### src/rtl/core/mssb_pkg.sv
// ----------------------------------------------------------------------------
// mssb_pkg
// Types, codes and the digit table shared by the seven-segment blinker.
// ----------------------------------------------------------------------------
`default_nettype none

package mssb_pkg;

    localparam int unsigned DIGIT_W  = 3;
    localparam int unsigned SEG_W    = 8;
    localparam int unsigned COUNT_W  = 4;
    localparam int unsigned PERIOD_W = 16;
    localparam int unsigned CFG_IDX_W  = 3;
    localparam int unsigned CFG_DATA_W = 16;

    typedef enum logic [1:0] {
        CMD_TICK      = 2'd0,
        CMD_WRITE_CHR = 2'd1,
        CMD_WRITE_RAW = 2'd2,
        CMD_CLEAR     = 2'd3
    } cmd_t;

    typedef enum logic [1:0] {
        ST_OK       = 2'd0,
        ST_BAD_CHAR = 2'd1,
        ST_BAD_POS  = 2'd2
    } status_t;

    typedef enum logic [1:0] {
        MODE_STEADY    = 2'd0,
        MODE_BLINK_ALL = 2'd1,
        MODE_BLINK_ONE = 2'd2,
        MODE_DOT_RANGE = 2'd3
    } blink_mode_t;

    localparam logic [CFG_IDX_W-1:0] REG_DIGIT_COUNT  = 3'd0;
    localparam logic [CFG_IDX_W-1:0] REG_BLINK_MODE   = 3'd1;
    localparam logic [CFG_IDX_W-1:0] REG_BLINK_PERIOD = 3'd2;
    localparam logic [CFG_IDX_W-1:0] REG_BLINK_DIGIT  = 3'd3;
    localparam logic [CFG_IDX_W-1:0] REG_DOT_FIRST    = 3'd4;
    localparam logic [CFG_IDX_W-1:0] REG_DOT_SPAN     = 3'd5;
    localparam logic [CFG_IDX_W-1:0] REG_DOT_DIGIT    = 3'd6;

    localparam logic [7:0]       CHR_SPACE = 8'h20;
    localparam logic [7:0]       CHR_ZERO  = 8'h30;
    localparam logic [7:0]       CHR_NINE  = 8'h39;
    localparam logic [SEG_W-1:0] SEG_BLANK = 8'h00;
    localparam logic [SEG_W-1:0] SEG_DOT   = 8'h80;
    localparam logic [SEG_W-1:0] SEG_ALL   = 8'hFF;

    // decimal digit to segments, bit0 = a .. bit6 = g
    function automatic logic [SEG_W-1:0] seg_code(input logic [3:0] d);
        logic [SEG_W-1:0] s;
        begin
            case (d)
                4'd0: s = 8'h3f;
                4'd1: s = 8'h06;
                4'd2: s = 8'h5b;
                4'd3: s = 8'h4f;
                4'd4: s = 8'h66;
                4'd5: s = 8'h6d;
                4'd6: s = 8'h7d;
                4'd7: s = 8'h07;
                4'd8: s = 8'h7f;
                4'd9: s = 8'h6f;
                default: s = SEG_BLANK;
            endcase
            seg_code = s;
        end
    endfunction

endpackage

`default_nettype wire

### src/rtl/core/multiplexed_seven_segment_blinker.sv
// ----------------------------------------------------------------------------
// multiplexed_seven_segment_blinker
// Multiplexed seven-segment refresher with digit store and blink modes.
// ----------------------------------------------------------------------------
//  channel  | direction | tuser                    | tdata
//  s_axis   | in        | [1:0] cmd                | [2:0] digit_pos, [10:3] char_or_segments
//  m_axis   | out       | [1:0] status, [2] drive_valid | [2:0] drive_digit, [10:3] segments
//  cfg      | in        | -                        | cfg_index, cfg_wdata, write on cfg_wr_en
//
// One item per cycle while s_axis_tready is high; the result appears in the
// output register in the cycle after the item is taken. The digit store,
// scan and blink state update at the accept edge. s_axis_tready stays high
// while the output register is empty or being drained. aresetn is synchronous,
// clears all state but the output data, digit store included; config gets defaults.
// ----------------------------------------------------------------------------
`default_nettype none

module multiplexed_seven_segment_blinker
    import mssb_pkg::*;
#(
    parameter int unsigned MAX_DIGIT_COUNT = 8
) (
    input  wire                   aclk,
    input  wire                   aresetn,

    input  wire                   s_axis_tvalid,
    output logic                  s_axis_tready,
    input  wire  [15:0]           s_axis_tdata,   // [2:0] digit_pos, [10:3] char_or_segments
    input  wire  [1:0]            s_axis_tuser,   // [1:0] cmd

    output logic                  m_axis_tvalid,
    input  wire                   m_axis_tready,
    output logic [15:0]           m_axis_tdata,   // [2:0] drive_digit, [10:3] segments
    output logic [7:0]            m_axis_tuser,   // [1:0] status, [2] drive_valid

    input  wire                   cfg_wr_en,
    input  wire  [CFG_IDX_W-1:0]  cfg_index,
    input  wire  [CFG_DATA_W-1:0] cfg_wdata
);

    localparam int unsigned IDX_W = (MAX_DIGIT_COUNT > 1) ? $clog2(MAX_DIGIT_COUNT) : 1;
    localparam logic [COUNT_W-1:0] MAX_CNT = COUNT_W'(MAX_DIGIT_COUNT);

    // configuration
    logic [COUNT_W-1:0]  digit_count_reg;
    logic [1:0]          blink_mode_reg;
    logic [PERIOD_W-1:0] blink_period_reg;
    logic [DIGIT_W-1:0]  blink_digit_reg;
    logic [DIGIT_W-1:0]  dot_first_reg;
    logic [COUNT_W-1:0]  dot_span_reg;
    logic [COUNT_W-1:0]  dot_digit_reg;

    // state
    logic [SEG_W-1:0]    store_reg [MAX_DIGIT_COUNT];
    logic [DIGIT_W-1:0]  scan_reg,  scan_next;
    logic [PERIOD_W-1:0] bcnt_reg,  bcnt_next;
    logic                phase_reg, phase_next;

    // output register
    logic                out_valid_reg;
    logic [1:0]          out_status_reg,  out_status_next;
    logic                out_drive_reg,   out_drive_next;
    logic [DIGIT_W-1:0]  out_digit_reg,   out_digit_next;
    logic [SEG_W-1:0]    out_seg_reg,     out_seg_next;

    // item fields
    cmd_t             in_cmd;
    logic [DIGIT_W-1:0] in_pos;
    logic [7:0]       in_chr;
    logic             accept;

    logic [COUNT_W-1:0] count_eff;
    logic [DIGIT_W-1:0] scan_cur;
    logic [COUNT_W-1:0] scan_inc;
    logic [SEG_W-1:0]   seg_raw;
    logic [SEG_W-1:0]   seg_show;
    logic [DIGIT_W+1:0] dot_end;
    logic               in_dot_range;
    logic [PERIOD_W-1:0] bcnt_inc;
    logic               pos_bad;
    logic               chr_digit;
    logic               store_we;
    logic [SEG_W-1:0]   store_wdata;
    logic               clear_all;
    logic               cfg_clr_phase;
    logic               cfg_clr_cnt;

    assign in_cmd = cmd_t'(s_axis_tuser);
    assign in_pos = s_axis_tdata[2:0];
    assign in_chr = s_axis_tdata[10:3];

    assign s_axis_tready = !out_valid_reg || m_axis_tready;
    assign accept        = s_axis_tvalid && s_axis_tready;

    assign m_axis_tvalid = out_valid_reg;
    assign m_axis_tdata  = {5'b0, out_seg_reg, out_digit_reg};
    assign m_axis_tuser  = {5'b0, out_drive_reg, out_status_reg};

    // blink mode writes clear counter and phase, period writes clear the counter
    assign cfg_clr_phase = cfg_wr_en && (cfg_index == REG_BLINK_MODE);
    assign cfg_clr_cnt   = cfg_clr_phase || (cfg_wr_en && (cfg_index == REG_BLINK_PERIOD));

    always_comb begin
        // zero acts as one, values above the store depth clamp to it
        if (digit_count_reg == '0) begin
            count_eff = COUNT_W'(1);
        end else if (digit_count_reg > MAX_CNT) begin
            count_eff = MAX_CNT;
        end else begin
            count_eff = digit_count_reg;
        end

        scan_cur = ({1'b0, scan_reg} >= count_eff) ? '0 : scan_reg;
        scan_inc = {1'b0, scan_cur} + COUNT_W'(1);

        seg_raw      = store_reg[scan_cur[IDX_W-1:0]];
        dot_end      = {2'b0, dot_first_reg} + {1'b0, dot_span_reg};
        in_dot_range = (scan_cur >= dot_first_reg) && ({2'b0, scan_cur} < dot_end);

        seg_show = seg_raw;
        if (phase_reg) begin
            case (blink_mode_t'(blink_mode_reg))
                MODE_STEADY:    seg_show = seg_raw;
                MODE_BLINK_ALL: seg_show = SEG_BLANK;
                MODE_BLINK_ONE: seg_show = (scan_cur == blink_digit_reg) ? SEG_BLANK : seg_raw;
                MODE_DOT_RANGE: seg_show = in_dot_range ? (seg_raw | SEG_DOT) : seg_raw;
                default:        seg_show = seg_raw;
            endcase
        end
        // steady dot applies in every mode and phase
        if (!dot_digit_reg[3] && (scan_cur == dot_digit_reg[2:0])) begin
            seg_show = seg_show | SEG_DOT;
        end

        bcnt_inc  = bcnt_reg + PERIOD_W'(1);
        pos_bad   = {1'b0, in_pos} >= count_eff;
        chr_digit = (in_chr >= CHR_ZERO) && (in_chr <= CHR_NINE);

        scan_next       = scan_reg;
        bcnt_next       = bcnt_reg;
        phase_next      = phase_reg;
        out_status_next = ST_OK;
        out_drive_next  = 1'b0;
        out_digit_next  = '0;
        out_seg_next    = SEG_BLANK;
        store_we        = 1'b0;
        store_wdata     = SEG_BLANK;
        clear_all       = 1'b0;

        case (in_cmd)
            CMD_TICK: begin
                out_drive_next = 1'b1;
                out_digit_next = scan_cur;
                out_seg_next   = seg_show;
                scan_next      = (scan_inc >= count_eff) ? '0 : scan_inc[DIGIT_W-1:0];
                if (blink_mode_t'(blink_mode_reg) != MODE_STEADY) begin
                    if (bcnt_inc >= blink_period_reg) begin
                        bcnt_next  = '0;
                        phase_next = !phase_reg;
                    end else begin
                        bcnt_next = bcnt_inc;
                    end
                end
            end
            CMD_WRITE_CHR: begin
                if (pos_bad) begin
                    out_status_next = ST_BAD_POS;
                end else if (in_chr == CHR_SPACE) begin
                    store_we = 1'b1;
                end else if (chr_digit) begin
                    store_we    = 1'b1;
                    store_wdata = seg_code(in_chr[3:0]);
                end else begin
                    out_status_next = ST_BAD_CHAR;
                end
            end
            CMD_WRITE_RAW: begin
                if (pos_bad) begin
                    out_status_next = ST_BAD_POS;
                end else begin
                    store_we    = 1'b1;
                    store_wdata = in_chr & SEG_ALL;
                end
            end
            CMD_CLEAR: begin
                clear_all = 1'b1;
                scan_next = '0;
            end
            default: begin
                out_status_next = ST_OK;
            end
        endcase
    end

    always_ff @(posedge aclk) begin
        if (!aresetn) begin
            digit_count_reg  <= COUNT_W'(4);
            blink_mode_reg   <= MODE_STEADY;
            blink_period_reg <= '0;
            blink_digit_reg  <= '0;
            dot_first_reg    <= '0;
            dot_span_reg     <= '0;
            dot_digit_reg    <= COUNT_W'(15);
            scan_reg         <= '0;
            bcnt_reg         <= '0;
            phase_reg        <= 1'b0;
            out_valid_reg    <= 1'b0;
            for (int i = 0; i < MAX_DIGIT_COUNT; i++) begin
                store_reg[i] <= SEG_BLANK;
            end
        end else begin
            if (accept) begin
                scan_reg <= scan_next;
                if (clear_all) begin
                    for (int i = 0; i < MAX_DIGIT_COUNT; i++) begin
                        store_reg[i] <= SEG_BLANK;
                    end
                end else if (store_we) begin
                    store_reg[in_pos[IDX_W-1:0]] <= store_wdata;
                end
            end

            if (cfg_clr_cnt) begin
                bcnt_reg <= '0;
            end else if (accept) begin
                bcnt_reg <= bcnt_next;
            end

            if (cfg_clr_phase) begin
                phase_reg <= 1'b0;
            end else if (accept) begin
                phase_reg <= phase_next;
            end

            if (accept) begin
                out_valid_reg <= 1'b1;
            end else if (m_axis_tready) begin
                out_valid_reg <= 1'b0;
            end

            if (cfg_wr_en) begin
                case (cfg_index)
                    REG_DIGIT_COUNT:  digit_count_reg  <= cfg_wdata[COUNT_W-1:0];
                    REG_BLINK_MODE:   blink_mode_reg   <= cfg_wdata[1:0];
                    REG_BLINK_PERIOD: blink_period_reg <= cfg_wdata[PERIOD_W-1:0];
                    REG_BLINK_DIGIT:  blink_digit_reg  <= cfg_wdata[DIGIT_W-1:0];
                    REG_DOT_FIRST:    dot_first_reg    <= cfg_wdata[DIGIT_W-1:0];
                    REG_DOT_SPAN:     dot_span_reg     <= cfg_wdata[COUNT_W-1:0];
                    REG_DOT_DIGIT:    dot_digit_reg    <= cfg_wdata[COUNT_W-1:0];
                    default: begin
                        digit_count_reg <= digit_count_reg;
                    end
                endcase
            end
        end
    end

    always_ff @(posedge aclk) begin
        if (accept) begin
            out_status_reg <= out_status_next;
            out_drive_reg  <= out_drive_next;
            out_digit_reg  <= out_digit_next;
            out_seg_reg    <= out_seg_next;
        end
    end

endmodule

`default_nettype wire
### config.mk
export PLATFORM = sky130hd
export DESIGN_NAME = multiplexed_seven_segment_blinker
export DESIGN_NICKNAME = d
export VERILOG_FILES = /design/src/rtl/core/mssb_pkg.sv /design/src/rtl/core/multiplexed_seven_segment_blinker.sv
export SDC_FILE = /design/constraint.sdc
export NUM_CORES = 1
export LEC_CHECK = 0
export ABC_AREA = 1
export BUFFER_PORTS_ARGS = -buffer_cell sky130_fd_sc_hd__buf_2
export CAP_MARGIN = 40
export CORE_MARGIN = 2
export CORE_UTILIZATION = 50
export DETAILED_ROUTE_END_ITERATION = 10
export GPL_ROUTABILITY_DRIVEN = 0
export GPL_TIMING_DRIVEN = 1
export PLACE_DENSITY = 0.69
export SLEW_MARGIN = 20
export SYNTH_ARGS = -nofsm -noshare
export SYNTH_HDL_FRONTEND = slang
export SYNTH_SLANG_ARGS = --single-unit
export TNS_END_PERCENT = 100
### constraint.sdc
create_clock -name aclk -period 3.49 [get_ports aclk]
set_input_delay 0.698 -clock aclk [delete_from_list [all_inputs] [get_ports aclk]]
set_output_delay 0.698 -clock aclk [all_outputs]
set_load 0.01 [all_outputs]
==> run metrics <==
crit path capture type=flip-flop; Starting Density=0.514; post-synthesis sequential area ratio=0.465; GR Layer Usage met2=0.342; Yosys reg bits=135; GR Util met3=0.0447; yosys warns=0; Worst Hold Path EP=blink_period_reg[1]$_SDFFE_PN0P_; largest net degree at the start of global routing=40; Most Used Layer, Global Route=met2; number of global-route vias before repair=5574; number of nets in the layout=roughly 1100; Die ar.=roughly 0.016 mm²; global-route wire length before repair=27.0 mm; Total Routing Usage GR=0.213; Final setup viols=0; min cycle time layout=3000 ps; fin crit share=0.859; fin. max-slew vios=0; clock transition at the registers of the reported paths=60 ps; Clk Latency, worst-skew pair=420 ps; RSZ-0062 raised after global routing=false; WHS Path Cells=2; wire length per cell=14.0 µm; R2R setup slack=~490 ps; Layout fillers=between 1000 and 1500; ys flop type=edfxtp_1; Final HPWL DP=~11 mm; worst-case vdd ir drop=359 µV; GRT met1 Usage=0.291; Cell Area, Synth=between 0.007 and 0.008 mm²; Reg2Reg Capture Point=scan_reg[0]$_SDFFE_PN0P_; die span in y=around 130 µm; vias post-DR=5910; max FFs per register=64; final wirelength=16.2 mm; Pleak=3.75 nW; Pre-Repair DR Iteration Count=5; Synth async-reset ratio=0; Hold Buf Count CTS=0; actual slew at the worst max-slew pin=763 ps; CTS buffer count=17; syn avg cell area=about 8.2 µm²; PostCTS Resize Cnt=0; Via-to-Cell Ratio=around 5.1; Final Hold Viols=0; reg2reg start=digit_count_reg[1]$_SDFFE_PN0P_; DRC errors left=0; Syn Inst Count=slightly above 900; antenna violations before repair=0; Area growth syn-to-layout=12.0%; Hold Crit Start=blink_period_reg[1]$_SDFFE_PN0P_; CTS root buffer=clkbuf_16; dpl cells=1129; worst rel slew slack=0.490; CP Max Fanout=7; Post-CTS Setup Inserts=0; number of synthesized flops with an enable pin=78; H-tree Lvls=4; PortBufs=52; status=complete, no violations; CP Class=reg -> reg; CP startpoint kind=flip-flop; area of the core=0.0146 mm²; pwr dens=442 mW/mm²; CTS tree=built; remaining antenna violation count after routing=0; type of the worst min-delay path=reg -> reg; Worst EP required=roughly 3800 ps; layout cell share with drive strength beyond 1=0.121; total gr overflow=0; R2R depth=17; Crit path arrival time=3350 ps; Die Span X=around 130 µm; non-filler instance count after layout=1159; clock buffer depth=2; count of different cell masters after synthesis=44; fmax=333 MHz; Max-Cap Viols=0; diode count=0; DR iter-0 viols=358; IO Count=68; num rows=44; Fin Clk Skew=roughly 7.1 ps; TritonCTS Sinks=roughly 140; setup TNS=0 ps
## through the flow
stage	total power [W]	utilization	hold slack [ps]	cell area, µm²	worst slack [ps]
after floorplan	0.00204	-	435	7530	476
after global placement	0.00213	0.539	450	7870	473
after detailed placement	0.00214	0.539	455	7870	422
after CTS	0.00372	0.575	463	8390	382
after global routing	0.00386	0.575	480	8390	61.8
final	0.00371	0.575	460	8390	491
## report_power, final
group | switching, W | internal (W) | leakage [nW]
combinational | 0.000236 | 0.000104 | 2.23
clock | 0.000648 | 0.000953 | 0.243
sequential | 0.0000213 | 0.00174 | 1.28
## cell families after synthesis
group | synth area share
and+or+nand+nor | 0.267
buffers and inverters | 0.0863
DFF | 0.465
AOI/OAI and AO/OA | 0.0908
adders and majority gates | 0.0762
xor gates and xnor gates | 0.0140
other | 0.000501
## cell type report
type,instances,area [µm²],area share
timing repair buffer,61,332,0.0395
clock buffer,18,429,0.0511
tap,184,230,0.0274
sequential,135,3480,0.415
inverter,115,432,0.0514
clock inverter,12,88.8,0.0106
multi-input combinational,634,3400,0.405
## routing by layer
metal,part of all wire,up-vias
met2,0.47,136
met5,0,-
li1,-,3076
met1,0.47,2674
met3,0.040,24
met4,0.015,0
## worst max path at each step
stage / slack, ps / start / depth (start not counted) / endpoint
after global placement: 470 / digit_count_reg[0]$_SDFFE_PN0P_ / 18 / scan_reg[0]$_SDFFE_PN0P_
after CTS: 380 / digit_count_reg[0]$_SDFFE_PN0P_ / 18 / scan_reg[0]$_SDFFE_PN0P_
after floorplan: 480 / digit_count_reg[3]$_SDFFE_PN0P_ / 18 / scan_reg[2]$_SDFFE_PN0P_
after global routing: 60 / digit_count_reg[0]$_SDFFE_PN0P_ / 18 / scan_reg[2]$_SDFFE_PN0P_
final: 490 / digit_count_reg[1]$_SDFFE_PN0P_ / 17 / scan_reg[0]$_SDFFE_PN0P_
after detailed placement: 420 / digit_count_reg[0]$_SDFFE_PN0P_ / 18 / scan_reg[0]$_SDFFE_PN0P_
## critical path, cell delays in order (launching register included)
cell and delay [ps]:
dfxtp_1 330, nor3_1 210, nor2_1 60, nor2_1 230, ha_1 280, nand2_1 60
nand3_1 90, nand2_2 160, nand3_2 100, inv_2 80, ha_1 240, ha_1 270
a21boi_0 120, o21a_1 160, o21ai_0 120, and3_1 200, nand2_1 60, a21oi_1 140
## cells in the final DEF, fill, tap and decap left out, types with 5 or more instances in the layout
master / Yosys / final
o21ai_0: 50 / 50
nand2_1: 200 / 200
edfxtp_1: 78 / 78
inv_1: 111 / 111
a21oi_1: 57 / 57
nand3_1: 65 / 65
dfxtp_1: 57 / 57
clkbuf_16: 0 / 17
nor3_1: 7 / 7
buf_2: 7 / 52
ha_1: 44 / 44
o211ai_1: 5 / 5
conb_1: 1 / 10
nor2_1: 123 / 123
buf_4: 18 / 8
nand2_4: 9 / 9
clkinv_1: 0 / 6
xor2_1: 8 / 8
nand4_1: 17 / 17
## Yosys cell counts, types with 7 or more instances
cell	number	area share
nand2_1	200	0.10
nor2_1	123	0.062
inv_1	111	0.056
edfxtp_1	78	0.31
nand3_1	65	0.043
a21oi_1	57	0.038
dfxtp_1	57	0.15
o21ai_0	50	0.033
ha_1	44	0.073
buf_4	18	0.018
nand4_1	17	0.014
clkbuf_1	9	0.0045
nand2_4	9	0.014
xor2_1	8	0.0094
buf_2	7	0.0047
nor3_1	7	0.0047
(Power assumes the default switching activity.)
